[config.mk]
export PLATFORM = sky130hd
export DESIGN_NAME = work_stealing_deque_top_flat
export DESIGN_NICKNAME = d
export VERILOG_FILES = /design/src/wsd_pkg.sv /design/src/wsd_req_if.sv /design/src/wsd_rsp_if.sv /design/src/wsd_ring.sv /design/src/wsd_ctrl.sv /design/src/wsd_outreg.sv /design/src/work_stealing_deque_top.sv /design/src/flat_wrapper.sv
export SDC_FILE = /design/constraint.sdc
export NUM_CORES = 2
export LEC_CHECK = 0
export BUFFER_PORTS_ARGS = -buffer_cell sky130_fd_sc_hd__buf_4
export CAP_MARGIN = 20
export CORE_AREA = 2 2 512 514
export DETAILED_ROUTE_END_ITERATION = 8
export DIE_AREA = 0 0 514 516
export PLACE_DENSITY = 0.5
export SLEW_MARGIN = 20
export SYNTH_ARGS = -nofsm -noshare
export SYNTH_HDL_FRONTEND = slang
export SYNTH_SLANG_ARGS = --single-unit
[constraint.sdc]
create_clock -name i_clk -period 6.3 [get_ports i_clk]
set_clock_uncertainty 0.1 [all_clocks]
set_input_delay 0.315 -clock i_clk [delete_from_list [all_inputs] [get_ports i_clk]]
set_output_delay 0.315 -clock i_clk [all_outputs]
set_load 0.02 [all_outputs]
[src/wsd_pkg.sv]
// wsd_pkg: shared types and constants of the work-stealing job deque
// no dependencies; used by every other file of the block
package wsd_pkg;

    // fixed field widths of the request and response words
    localparam int JOB_W = 32;
    localparam int OP_W  = 2;
    localparam int ST_W  = 2;
    localparam int CNT_W = 7;

    // operation codes
    typedef enum logic [OP_W-1:0] {
        OP_PUSH  = 2'd0,
        OP_POP   = 2'd1,
        OP_STEAL = 2'd2,
        OP_CLEAR = 2'd3
    } t_op;

    // status codes
    typedef enum logic [ST_W-1:0] {
        ST_DONE  = 2'd0,
        ST_EMPTY = 2'd1,
        ST_FULL  = 2'd2
    } t_status;

    // per-word result fields other than the handle
    typedef struct packed {
        logic             got_job;
        t_status          status;
        logic [CNT_W-1:0] count;
    } t_meta;

endpackage

[src/wsd_req_if.sv]
// wsd_req_if: request channel of the deque (valid/ready plus op and handle)
// depends on wsd_pkg
interface wsd_req_if;
    logic                       valid;
    logic                       ready;
    logic [wsd_pkg::OP_W-1:0]   op;
    logic [wsd_pkg::JOB_W-1:0]  job_in;

    modport source (output valid, output op, output job_in, input ready);
    modport sink   (input valid, input op, input job_in, output ready);
endinterface

[src/wsd_rsp_if.sv]
// wsd_rsp_if: response channel of the deque (valid/ready plus result fields)
// depends on wsd_pkg
interface wsd_rsp_if;
    logic                       valid;
    logic                       ready;
    logic [wsd_pkg::JOB_W-1:0]  job_out;
    logic                       got_job;
    logic [wsd_pkg::ST_W-1:0]   status;
    logic [wsd_pkg::CNT_W-1:0]  count;

    modport source (output valid, output job_out, output got_job, output status,
                    output count, input ready);
    modport sink   (input valid, input job_out, input got_job, input status,
                    input count, output ready);
endinterface

[src/wsd_ring.sv]
// wsd_ring: ring storage of job handles, one write and one registered read port
// depends on wsd_pkg
module wsd_ring #(
    parameter int DEPTH       = 64,
    parameter int HANDLE_BITS = 32
) (
    input  logic                       i_clk,
    input  logic                       i_wr_en,
    input  logic [$clog2(DEPTH)-1:0]   i_wr_addr,
    input  logic [wsd_pkg::JOB_W-1:0]  i_wr_job,
    input  logic                       i_rd_en,
    input  logic [$clog2(DEPTH)-1:0]   i_rd_addr,
    output logic [wsd_pkg::JOB_W-1:0]  o_rd_job
);

    logic [HANDLE_BITS-1:0] r_mem [DEPTH];
    logic [HANDLE_BITS-1:0] r_rdata;
    logic [63:0]            w_wr_ext;
    logic [63:0]            w_rd_ext;

    // handle masked to the stored width
    assign w_wr_ext = 64'(i_wr_job);

    // write and registered read; read data holds until the next read
    always_ff @(posedge i_clk) begin
        if (i_wr_en) begin
            r_mem[i_wr_addr] <= w_wr_ext[HANDLE_BITS-1:0];
        end
        if (i_rd_en) begin
            r_rdata <= r_mem[i_rd_addr];
        end
    end

    // stored handle back to the 32-bit field
    assign w_rd_ext = 64'(r_rdata);
    assign o_rd_job = w_rd_ext[wsd_pkg::JOB_W-1:0];

endmodule

[src/wsd_ctrl.sv]
// wsd_ctrl: top/bottom pointers, operation decode and the read-stage register
// depends on wsd_pkg
module wsd_ctrl #(
    parameter int DEPTH = 64
) (
    input  logic                       i_clk,
    input  logic                       i_rst_n,
    input  logic                       i_valid,
    input  logic [wsd_pkg::OP_W-1:0]   i_op,
    input  logic                       i_take,
    output logic                       o_ready,
    output logic                       o_wr_en,
    output logic [$clog2(DEPTH)-1:0]   o_wr_addr,
    output logic                       o_rd_en,
    output logic [$clog2(DEPTH)-1:0]   o_rd_addr,
    output logic                       o_s1_vld,
    output wsd_pkg::t_meta             o_s1_meta
);

    localparam int IDX_W = $clog2(DEPTH);
    localparam int PTR_W = IDX_W + 1;

    logic [PTR_W-1:0] r_bot, n_bot;
    logic [PTR_W-1:0] r_top, n_top;
    logic             r_s1_vld, n_s1_vld;
    wsd_pkg::t_meta   r_s1_meta, n_s1_meta;

    logic             w_accept;
    logic [PTR_W-1:0] w_cnt;
    logic [PTR_W-1:0] w_cnt_after;
    logic [31:0]      w_cnt_ext;
    logic             w_full;
    logic             w_empty;

    // accept when the read stage is empty or moving on
    assign o_ready  = !r_s1_vld || i_take;
    assign w_accept = i_valid && o_ready;

    assign w_cnt   = r_bot - r_top;
    assign w_full  = (w_cnt == PTR_W'(DEPTH));
    assign w_empty = (w_cnt == '0);

    // decode one operation against the current pointers
    always_comb begin
        n_bot     = r_bot;
        n_top     = r_top;
        o_wr_en   = 1'b0;
        o_rd_en   = 1'b0;
        o_wr_addr = r_bot[IDX_W-1:0];
        o_rd_addr = r_top[IDX_W-1:0];
        n_s1_meta = '{got_job: 1'b0, status: wsd_pkg::ST_DONE, count: '0};
        case (wsd_pkg::t_op'(i_op))
            wsd_pkg::OP_PUSH: begin
                if (w_full) begin
                    n_s1_meta.status = wsd_pkg::ST_FULL;
                end else begin
                    o_wr_en = w_accept;
                    n_bot   = r_bot + 1'b1;
                end
            end
            wsd_pkg::OP_POP: begin
                if (w_empty) begin
                    n_s1_meta.status = wsd_pkg::ST_EMPTY;
                end else begin
                    n_bot             = r_bot - 1'b1;
                    o_rd_en           = w_accept;
                    o_rd_addr         = n_bot[IDX_W-1:0];
                    n_s1_meta.got_job = 1'b1;
                end
            end
            wsd_pkg::OP_STEAL: begin
                if (w_empty) begin
                    n_s1_meta.status = wsd_pkg::ST_EMPTY;
                end else begin
                    n_top             = r_top + 1'b1;
                    o_rd_en           = w_accept;
                    n_s1_meta.got_job = 1'b1;
                end
            end
            wsd_pkg::OP_CLEAR: begin
                n_bot = '0;
                n_top = '0;
            end
            default: begin
                n_bot = r_bot;
                n_top = r_top;
            end
        endcase
        w_cnt_after     = n_bot - n_top;
        w_cnt_ext       = 32'(w_cnt_after);
        n_s1_meta.count = w_cnt_ext[wsd_pkg::CNT_W-1:0];
    end

    // read-stage valid
    always_comb begin
        n_s1_vld = r_s1_vld;
        if (w_accept) begin
            n_s1_vld = 1'b1;
        end else if (i_take) begin
            n_s1_vld = 1'b0;
        end
    end

    // pointers and stage valid
    always_ff @(posedge i_clk) begin
        if (!i_rst_n) begin
            r_bot    <= '0;
            r_top    <= '0;
            r_s1_vld <= 1'b0;
        end else begin
            r_s1_vld <= n_s1_vld;
            if (w_accept) begin
                r_bot <= n_bot;
                r_top <= n_top;
            end
        end
    end

    // stage payload
    always_ff @(posedge i_clk) begin
        if (w_accept) begin
            r_s1_meta <= n_s1_meta;
        end
    end

    assign o_s1_vld  = r_s1_vld;
    assign o_s1_meta = r_s1_meta;

    // held count never exceeds the ring size
    a_cnt_bound: assert property (@(posedge i_clk) disable iff (!i_rst_n)
        w_cnt <= PTR_W'(DEPTH))
        else $error("deque count beyond depth");

    // pop or steal on an empty queue leaves the pointers alone
    a_empty_hold: assert property (@(posedge i_clk) disable iff (!i_rst_n)
        w_accept && w_empty &&
        (i_op == wsd_pkg::OP_POP || i_op == wsd_pkg::OP_STEAL)
        |=> $stable(r_bot) && $stable(r_top))
        else $error("pointer moved on empty pop or steal");

    // a word held in the read stage is never overwritten
    a_s1_hold: assert property (@(posedge i_clk) disable iff (!i_rst_n)
        r_s1_vld && !i_take |-> !w_accept)
        else $error("read stage overwritten");

endmodule

[src/wsd_outreg.sv]
// wsd_outreg: result register of the deque, fed from the read stage
// depends on wsd_pkg
module wsd_outreg (
    input  logic                       i_clk,
    input  logic                       i_rst_n,
    input  logic                       i_s1_vld,
    input  wsd_pkg::t_meta             i_s1_meta,
    input  logic [wsd_pkg::JOB_W-1:0]  i_rd_job,
    input  logic                       i_ready,
    output logic                       o_take,
    output logic                       o_valid,
    output logic [wsd_pkg::JOB_W-1:0]  o_job_out,
    output wsd_pkg::t_meta             o_meta
);

    logic                       r_vld;
    logic [wsd_pkg::JOB_W-1:0]  r_job;
    wsd_pkg::t_meta             r_meta;

    // load when empty or when the current word is taken
    assign o_take = i_s1_vld && (!r_vld || i_ready);

    always_ff @(posedge i_clk) begin
        if (!i_rst_n) begin
            r_vld <= 1'b0;
        end else if (o_take) begin
            r_vld <= 1'b1;
        end else if (i_ready) begin
            r_vld <= 1'b0;
        end
    end

    // handle only when a job was taken
    always_ff @(posedge i_clk) begin
        if (o_take) begin
            r_job  <= i_s1_meta.got_job ? i_rd_job : '0;
            r_meta <= i_s1_meta;
        end
    end

    assign o_valid   = r_vld;
    assign o_job_out = r_job;
    assign o_meta    = r_meta;

    // a returned job always reports done
    a_got_done: assert property (@(posedge i_clk) disable iff (!i_rst_n)
        r_vld && r_meta.got_job |-> r_meta.status == wsd_pkg::ST_DONE)
        else $error("job returned with non-done status");

endmodule

[src/work_stealing_deque_top.sv]
// work_stealing_deque_top: job deque with owner push/pop and thief steal
// depends on wsd_pkg, wsd_req_if, wsd_rsp_if, wsd_ctrl, wsd_ring, wsd_outreg
//
// Usage: requests come in on i_req (op, job_in); each accepted word gives
// exactly one response word on o_rsp (job_out, got_job, status, count).
// op push stores job_in at the bottom, pop takes the newest job back,
// steal takes the oldest job, clear empties the queue. A push on a full
// ring is refused with status full; pop or steal on an empty ring answers
// status empty with got_job low.
// Path: an accepted word is held in the read stage, then in the result register.
// Throughput: one operation per cycle while o_rsp keeps taking words; a push, pop
// or steal that moves a pointer uses the single ring write port or registered read port once.
// Reset: synchronous, active low; both pointers go to zero (empty queue),
// ring contents are left as they were and are never read before written.
// Stall: a read stage and the result register give two words of slack,
// so i_req.ready stays high for one more word while o_rsp is held off.
module work_stealing_deque_top #(
    parameter int DEPTH       = 64,
    parameter int HANDLE_BITS = 32
) (
    input  logic            i_clk,
    input  logic            i_rst_n,
    wsd_req_if.sink         i_req,
    wsd_rsp_if.source       o_rsp
);

    localparam int IDX_W = $clog2(DEPTH);

    logic                       w_take;
    logic                       w_wr_en;
    logic [IDX_W-1:0]           w_wr_addr;
    logic                       w_rd_en;
    logic [IDX_W-1:0]           w_rd_addr;
    logic                       w_s1_vld;
    wsd_pkg::t_meta             w_s1_meta;
    logic [wsd_pkg::JOB_W-1:0]  w_rd_job;
    wsd_pkg::t_meta             w_out_meta;

    // pointer control and read stage
    wsd_ctrl #(
        .DEPTH (DEPTH)
    ) u_ctrl (
        .i_clk     (i_clk),
        .i_rst_n   (i_rst_n),
        .i_valid   (i_req.valid),
        .i_op      (i_req.op),
        .i_take    (w_take),
        .o_ready   (i_req.ready),
        .o_wr_en   (w_wr_en),
        .o_wr_addr (w_wr_addr),
        .o_rd_en   (w_rd_en),
        .o_rd_addr (w_rd_addr),
        .o_s1_vld  (w_s1_vld),
        .o_s1_meta (w_s1_meta)
    );

    // handle storage
    wsd_ring #(
        .DEPTH       (DEPTH),
        .HANDLE_BITS (HANDLE_BITS)
    ) u_ring (
        .i_clk     (i_clk),
        .i_wr_en   (w_wr_en),
        .i_wr_addr (w_wr_addr),
        .i_wr_job  (i_req.job_in),
        .i_rd_en   (w_rd_en),
        .i_rd_addr (w_rd_addr),
        .o_rd_job  (w_rd_job)
    );

    // result register
    wsd_outreg u_outreg (
        .i_clk     (i_clk),
        .i_rst_n   (i_rst_n),
        .i_s1_vld  (w_s1_vld),
        .i_s1_meta (w_s1_meta),
        .i_rd_job  (w_rd_job),
        .i_ready   (o_rsp.ready),
        .o_take    (w_take),
        .o_valid   (o_rsp.valid),
        .o_job_out (o_rsp.job_out),
        .o_meta    (w_out_meta)
    );

    assign o_rsp.got_job = w_out_meta.got_job;
    assign o_rsp.status  = w_out_meta.status;
    assign o_rsp.count   = w_out_meta.count;

endmodule

[src/flat_wrapper.sv]
// flat-port wrapper written by rule: the top's interface ports become plain ports
module work_stealing_deque_top_flat 
#(
    parameter int DEPTH       = 64,
    parameter int HANDLE_BITS = 32
)
  (i_clk, i_rst_n, i_req_valid, i_req_op, i_req_job_in, i_req_ready, o_rsp_valid, o_rsp_job_out, o_rsp_got_job, o_rsp_status, o_rsp_count, o_rsp_ready);
  wsd_req_if i_req_i ();
  wsd_rsp_if o_rsp_i ();
  input  logic i_clk;
  input  logic i_rst_n;
  input wire logic [$bits(i_req_i.valid)-1:0] i_req_valid;
  input wire logic [$bits(i_req_i.op)-1:0] i_req_op;
  input wire logic [$bits(i_req_i.job_in)-1:0] i_req_job_in;
  output wire logic [$bits(i_req_i.ready)-1:0] i_req_ready;
  output wire logic [$bits(o_rsp_i.valid)-1:0] o_rsp_valid;
  output wire logic [$bits(o_rsp_i.job_out)-1:0] o_rsp_job_out;
  output wire logic [$bits(o_rsp_i.got_job)-1:0] o_rsp_got_job;
  output wire logic [$bits(o_rsp_i.status)-1:0] o_rsp_status;
  output wire logic [$bits(o_rsp_i.count)-1:0] o_rsp_count;
  input wire logic [$bits(o_rsp_i.ready)-1:0] o_rsp_ready;
  assign i_req_i.valid = i_req_valid;
  assign i_req_i.op = i_req_op;
  assign i_req_i.job_in = i_req_job_in;
  assign i_req_ready = i_req_i.ready;
  assign o_rsp_valid = o_rsp_i.valid;
  assign o_rsp_job_out = o_rsp_i.job_out;
  assign o_rsp_got_job = o_rsp_i.got_job;
  assign o_rsp_status = o_rsp_i.status;
  assign o_rsp_count = o_rsp_i.count;
  assign o_rsp_i.ready = o_rsp_ready;
  work_stealing_deque_top #(.DEPTH(DEPTH), .HANDLE_BITS(HANDLE_BITS)) u_core (.i_clk(i_clk), .i_rst_n(i_rst_n), .i_req(i_req_i), .o_rsp(o_rsp_i));
endmodule
Yosys cells after proc, flatten, opt, wreduce, memory -nomap -nowiden

Memories as Yosys holds them, arrays and structs flattened. A register that Yosys moved wholly into a read port is not among the register bits.
Cells that the tools add are included.

Flip-flop bits (word level): 68
Bits in latches: 0
Memory bits (writable): 2048
Memory bits (read-only): 0
Input port bits: 38
Output and inout bits: 44
Logic and storage cells: 53
Memories: 1

Memories:

| name                | words | bits a word | read ports | clocked after Yosys merged registers in | write ports | RTL line       | RTL |
|---|---|---|---|---|---|---|---|
| u_core.u_ring.r_mem | 64    | 32          | 1          | 1                                       | 1           | wsd_ring.sv:16 | `logic [HANDLE_BITS-1:0] r_mem [DEPTH];` |

Add/sub/neg operators: 5
Multipliers: 0
Div/mod/pow operators: 0
Magnitude comparators: 0
Equal/unequal tests: 4
Shift operators: 0
Multiplexer cells: 21
Bitwise operators: 0
Reductions and logical operators: 11

Operator list:

| operator                                          | number |
|---|---|
| two-way mux 7 bit                                 | 3 |
| one-hot mux 7 bit (3 select lines)                | 1 |
| adder 7 x 1 -> 7 bit (second input constant)      | 2 |
| one-hot mux 7 bit (2 select lines)                | 1 |
| subtractor 7 bit                                  | 2 |
| two-way mux 1 bit                                 | 12 |
| two-way mux 6 bit                                 | 2 |
| == test 7 bit (second input constant)             | 1 |
| zero test 7 bit                                   | 1 |
| subtractor 7 x 1 -> 7 bit (second input constant) | 1 |
| == test 2 bit (second input constant)             | 2 |
| one-hot mux 2 bit (2 select lines)                | 1 |
| nonzero test 2 bit                                | 2 |
| == test 2 x 1 -> 1 bit (second input constant)    | 1 |
| logical AND 1 bit                                 | 2 |
| zero test 1 bit                                   | 2 |
| zero test 2 bit                                   | 1 |
| logical OR 1 bit                                  | 2 |
| two-way mux 2 bit                                 | 1 |
| OR reduction 2 bit                                | 1 |

Longest topological paths before layout

Depth in word-level cells: 9
Depth in mapped cells: 25

By module

Synthesis repeated with hierarchy kept, for this count alone.

Cell total of the unflattened synthesis: 3678
Area total of the unflattened synthesis: 82615.5 um2

By module, submodules not included:

| module     | times used | cells an instance | area an instance (um2) | seq. area each (um2) |
|---|---|---|---|---|
| wsd_ring   | 1          | 3324              | 78835.6                | 62459.9 |
| wsd_ctrl   | 1          | 273               | 2223.4                 | 600.6 |
| wsd_outreg | 1          | 81                | 1556.5                 | 1281.2 |

Worst setup path after synthesis

Ideal clock, no wire load.

Path kind: reg-to-reg
Start point: register u_core.u_ctrl.r_top[2]
End point: memory u_core.u_ring.r_mem[22][0], enable pin
Setup time: 421 ps
Arrival: 4380 ps
Data required time: 5779 ps
Setup slack: 1399 ps
Cell stages (with the launch flop): 16
Buffers on the path: 5
Clock period less this slack: 4901 ps
Cell sequence: dfxtp_1 clkbuf_1 inv_1 ha_1 o21ai_0 a21oi_1 o21bai_1 nand2_1 clkbuf_1 clkbuf_1 nand2_1 nand2_1 clkbuf_1 or3_1 clkbuf_1 nor2_1

Longest elaborated chain between the ends: 6

RTL lines:

| item                                    | RTL line        | RTL |
|---|---|---|
| from (decl)                             | wsd_ctrl.sv:24  | `logic [PTR_W-1:0] r_top, n_top;` |
| from (signal assigned)                  | wsd_ctrl.sv:114 | `r_top <= n_top;` |
| subtractor 7 bit                        | wsd_ctrl.sv:39  | `assign w_cnt = r_bot - r_top;` |
| == test 7 bit                           | wsd_ctrl.sv:40  | `assign w_full = (w_cnt == PTR_W'(DEPTH));` |
| two-way mux 1 bit                       | wsd_ctrl.sv:54  | `if (w_full) begin` |
| two-way mux 1 bit                       | wsd_ctrl.sv:52  | `case (wsd_pkg::t_op'(i_op))` |
| two-way mux 1 bit                       | wsd_ring.sv:26  | `if (i_wr_en) begin` |
| two-way mux 1 bit (not written as such) | wsd_ring.sv:27  | `r_mem[i_wr_addr] <= w_wr_ext[HANDLE_BITS-1:0];` |
| to (decl)                               | wsd_ring.sv:16  |  |

Every way passes these cells.

Worst setup path in the final report

Start point: register u_core.u_ctrl.r_top[3]
End point: register u_core.u_ring.r_rdata[30], in the netlist u_core.u_ring.o_rd_job[30] (read register of u_core.u_ring.r_mem) (data pin)

Longest elaborated chain between the ends: 4
Elaborated cells on any way between the ends: 6
Classes of those cells: add/sub (1); mux (4); reduce/logical (1)

RTL lines:

| item                                                          | RTL line                       | RTL |
|---|---|---|
| subtractor 7 bit                                              | wsd_ctrl.sv:39                 |  |
| zero test 7 bit                                               | wsd_ctrl.sv:41                 | `assign w_empty = (w_cnt == '0);` |
| two-way mux 6 bit / two-way mux 1 bit (equally long branches) | wsd_ctrl.sv:62, wsd_ctrl.sv:72 |  |
| two-way mux 6 bit / two-way mux 1 bit (equally long branches) | n/a                            |  |
| to (decl)                                                     | wsd_ring.sv:17                 | `logic [HANDLE_BITS-1:0] r_rdata;` |

Parallel ways exist; a longest one is shown, timed or not.
A chain may end at the register's enable or synchronous reset.

==> results.tsv <==
stage	metric	value	unit
outcome	outcome	finished, final reports clean	
worst_hold_path	worst hold start	o_rsp_ready	
timing	fmax	170	MHz
critical_path	critical setup path kind	reg -> reg	
synth	Post-Syn Area	90500	µm²
cts	CTS Hold Bufs	39	
cts	clock latency at the later pin of the worst-skew pair	920	ps
timing	hold_ws	227	ps
pwr	Tot Pwr	34100	µW
critical_path	worst r2r src	u_core.u_ctrl.r_top[3]	
floorplan	die width	514	µm
worst_hold_path	worst min path class	in -> reg	
placed_design	DP Wirelength	205000	µm
critical_path	Reg2Reg Depth	13	
pwr	Pleak	0.0342	µW
grt	GR Overflow Total	0	
critical_path	Worst setup EP type	flop	
critical_path	Critical Path AT	6460	ps
final_layout	fillers	24046	
critical_path	crit path launch	u_core.u_ctrl.r_top[3]	
cts	TritonCTS Buffers	226	
grt	first-pass GRT wire length	475000	µm
synth	number of synthesized flops with an enable pin	2132	
detailed_routing	drc violations	0	
placed_design	placed insts	10198	
cts	postcts setup bufs	0	
detailed_routing	initial drt markers	8741	
detailed_routing	per-cell routed wire length	32.4	µm
cts	CTS tree	done	
synth	Yosys reg bits	2148	
timing	headroom to the max-slew limit	0.192	
detailed_routing	via-per-instance ratio	5.95	
grt	number of global-route vias before repair	58944	
timing	Worst Max-Slew Pin Slew	1210	ps
critical_path	crit-path max FO	21	
detailed_routing	Vias	63405	
cts	Bufs on Longest Clock Path	3	
synth	Synth cell types	80	
placed_design	final RePlAce weighted congestion	0.862	
timing	Final Max Slew Viols	0	
synth	YS warnings	0	
placed_design	IO Port Bufs	81	
grt	initial antenna violation count	28	
cts	root buffer cell	clkbuf_16	
cts	H-Tree Level Count	4	
synth	Post-Syn Instances	6882	
critical_path	CP Data Required Time	6860	ps
flow_run	maxcap violations	0	
detailed_routing	DRT Wirelength	345000	µm
pwr	VDD IR max	0.285	mV
timing	unrepaired setup endpoints after global routing	no	
timing	post-route clock period utilization	0.936	
critical_path	crit start category	flop	
synth	Synth Net Count	6941	
floorplan	I/O pins	82	
pwr	Power Density	326	nW/µm²
detailed_routing	Antenna Nets Post-Route	0	
floorplan	Site Rows	187	
grt	Total GRT Usage	0.253	
grt	largest net degree at the start of global routing	175	
worst_hold_path	WHS Path Cells	6	
synth	Seq/Total Area, Yosys	0.711	
timing	Finish-stage setup viols	0	
floorplan	initial core utilization	0.349	
synth	Post-synth top flop	edfxtp_1	
final_layout	area grow syn2layout	15.6	%
final_layout	nets	7123	
timing	final-report hold violation count	0	
cts	CTS clk-pin slew, worst paths	60	ps
cts	clk sinks	2148	
floorplan	Die Span Y	516	µm
detailed_routing	Pre-Repair DR Iteration Count	8	
floorplan	die area	265000	µm²
synth	fraction of registers with async set or reset after synthesis	0	
synth	Syn Area/Cell	13.2	µm²
final_layout	fin cells	10653	
final_layout	share of layout cells above drive strength 1	0.125	
floorplan	core area	259000	µm²
timing	Period minus WS final	5900	ps
cts	# resized after CTS	0	
[cell type report]
class	instances	area [µm²]	area share
repair buffers	443	4190	0.0400
multi-input cells	4226	24800	0.237
flip-flops and latches	2148	64400	0.615
clock buffers	286	5900	0.0564
inverters	19	71.3	0.000681
diodes	5	12.5	0.000120
clock inverters	124	1100	0.0105
well taps	3402	4260	0.0407
[per-layer routing]
metal  up-vias  part of all wire  global-route usage
met4        10             0.040              0.0936
met5         -           0.00016                   0
met1     32541              0.41               0.350
li1      26696                 -                   -
met2      3519              0.45               0.395
met3       639             0.096              0.0503
[report_power, final]
| group | leakage (µW) | internal (µW) | switching [µW] | total [µW] |
|---|---|---|---|---|
| clock network | 0.00339 | 7070 | 5790 | 12900 |
| logic | 0.0114 | 1470 | 3850 | 5320 |
| registers | 0.0193 | 15900 | 75.8 | 15900 |
[critical path, stage by stage (launching register included)]
cell      delay, ps
dfxtp_1         580
inv_1           140
ha_1            360
and2_1          160
o211ai_1        120
and4b_1         270
nor4_4          610
mux2_4          530
nand2_4         350
nand2_4         630
a21oi_1          90
o41ai_1         920
o22ai_1         470
and4_1          330
[cells in the final DEF, fill, tap and decap left out, types with 40 or more instances in the layout]
cell type / instances
a22oi_1: 43
clkbuf_16: 227
clkinv_1: 65
a31oi_1: 75
nor3_1: 53
mux2i_1: 307
nand2_1: 1305
a211oi_1: 46
edfxtp_1: 2132
o21ai_0: 333
buf_4: 343
and3_1: 114
o22ai_1: 105
clkbuf_1: 59
buf_12: 59
nor4_1: 60
a221oi_1: 89
a21oi_1: 773
nor2_4: 72
and2_1: 40
nand3_1: 197
nor2_1: 86
mux2_2: 86
[synth_stat cells (18+ instances only)]
cell / count / area [µm²]
edfxtp_1: 2132 / 64000
buf_2: 138 / 691
a211oi_1: 47 / 353
mux2i_1: 311 / 3110
buf_4: 27 / 203
nor2_1: 163 / 612
a21oi_1: 776 / 3880
a2111oi_0: 36 / 315
nor3_1: 54 / 270
nand2_1: 1311 / 4920
a22oi_1: 43 / 323
o41ai_1: 26 / 228
clkbuf_1: 266 / 998
o21ai_0: 333 / 1670
a22o_1: 23 / 201
nand3_1: 197 / 986
and2_1: 43 / 269
a31oi_1: 76 / 475
buf_1: 58 / 218
mux2_2: 87 / 980
or3_1: 22 / 138
a221o_1: 34 / 340
inv_1: 18 / 67.6
and3_1: 115 / 719
nor4_1: 60 / 375
a221oi_1: 89 / 780
o221ai_1: 27 / 236
o22ai_1: 107 / 669
ha_1: 20 / 250
[path summary, 6_finish.rpt]
check	endpoint	slack, ps
setup reg to reg	u_core.u_ring.o_rd_job[30]	400
setup / recovery	u_core.u_ring.o_rd_job[30]	400
hold / removal	u_core.u_ctrl.r_top[0]	230
hold reg to reg	u_core.u_outreg.o_meta[4]	320
[through the flow]
step / area [µm²] / utilization / TNS (ps) / setup WS [ps]
2_1_floorplan: 90500 / - / 0 / 1400
3_3_place_gp: 97200 / 0.375 / -54.7 / -54.7
3_5_place_dp: 97300 / 0.375 / 0 / 573
4_1_cts: 105000 / 0.404 / 0 / 565
5_1_grt: 105000 / 0.404 / 0 / 264
6_report: 105000 / 0.404 / 0 / 404
[kinds of logic (layout without fill, tap and decap cells)]
group                    after synthesis  count (layout)  synth area share
AND/OR/NAND/NOR                     2039            2039            0.0976
flip-flops                          2148            2148             0.711
buffers and inverters                508             872            0.0241
adder cells (fa/ha/maj)               21              21           0.00298
AO/OA/AOI/OAI                       1754            1754             0.118
multiplexers                         399             399            0.0454
other                                  0               5                 0
XOR/XNOR                              13              13           0.00126
[flip-flops by register name, summed over array words and instances, names as in the netlist, named ones only]
name	flops
u_core.u_ring.r_mem	2048
u_core.u_outreg.o_job_out	32
u_core.u_ring.o_rd_job	32
u_core.u_ctrl.o_s1_meta	10
u_core.u_outreg.o_meta	10
u_core.u_ctrl.r_top	7
u_core.u_ctrl.r_bot	6
u_core.u_ctrl.o_s1_vld	1
u_core.u_outreg.o_valid	1
No activity file was read; power rests on OpenSTA's default activity.
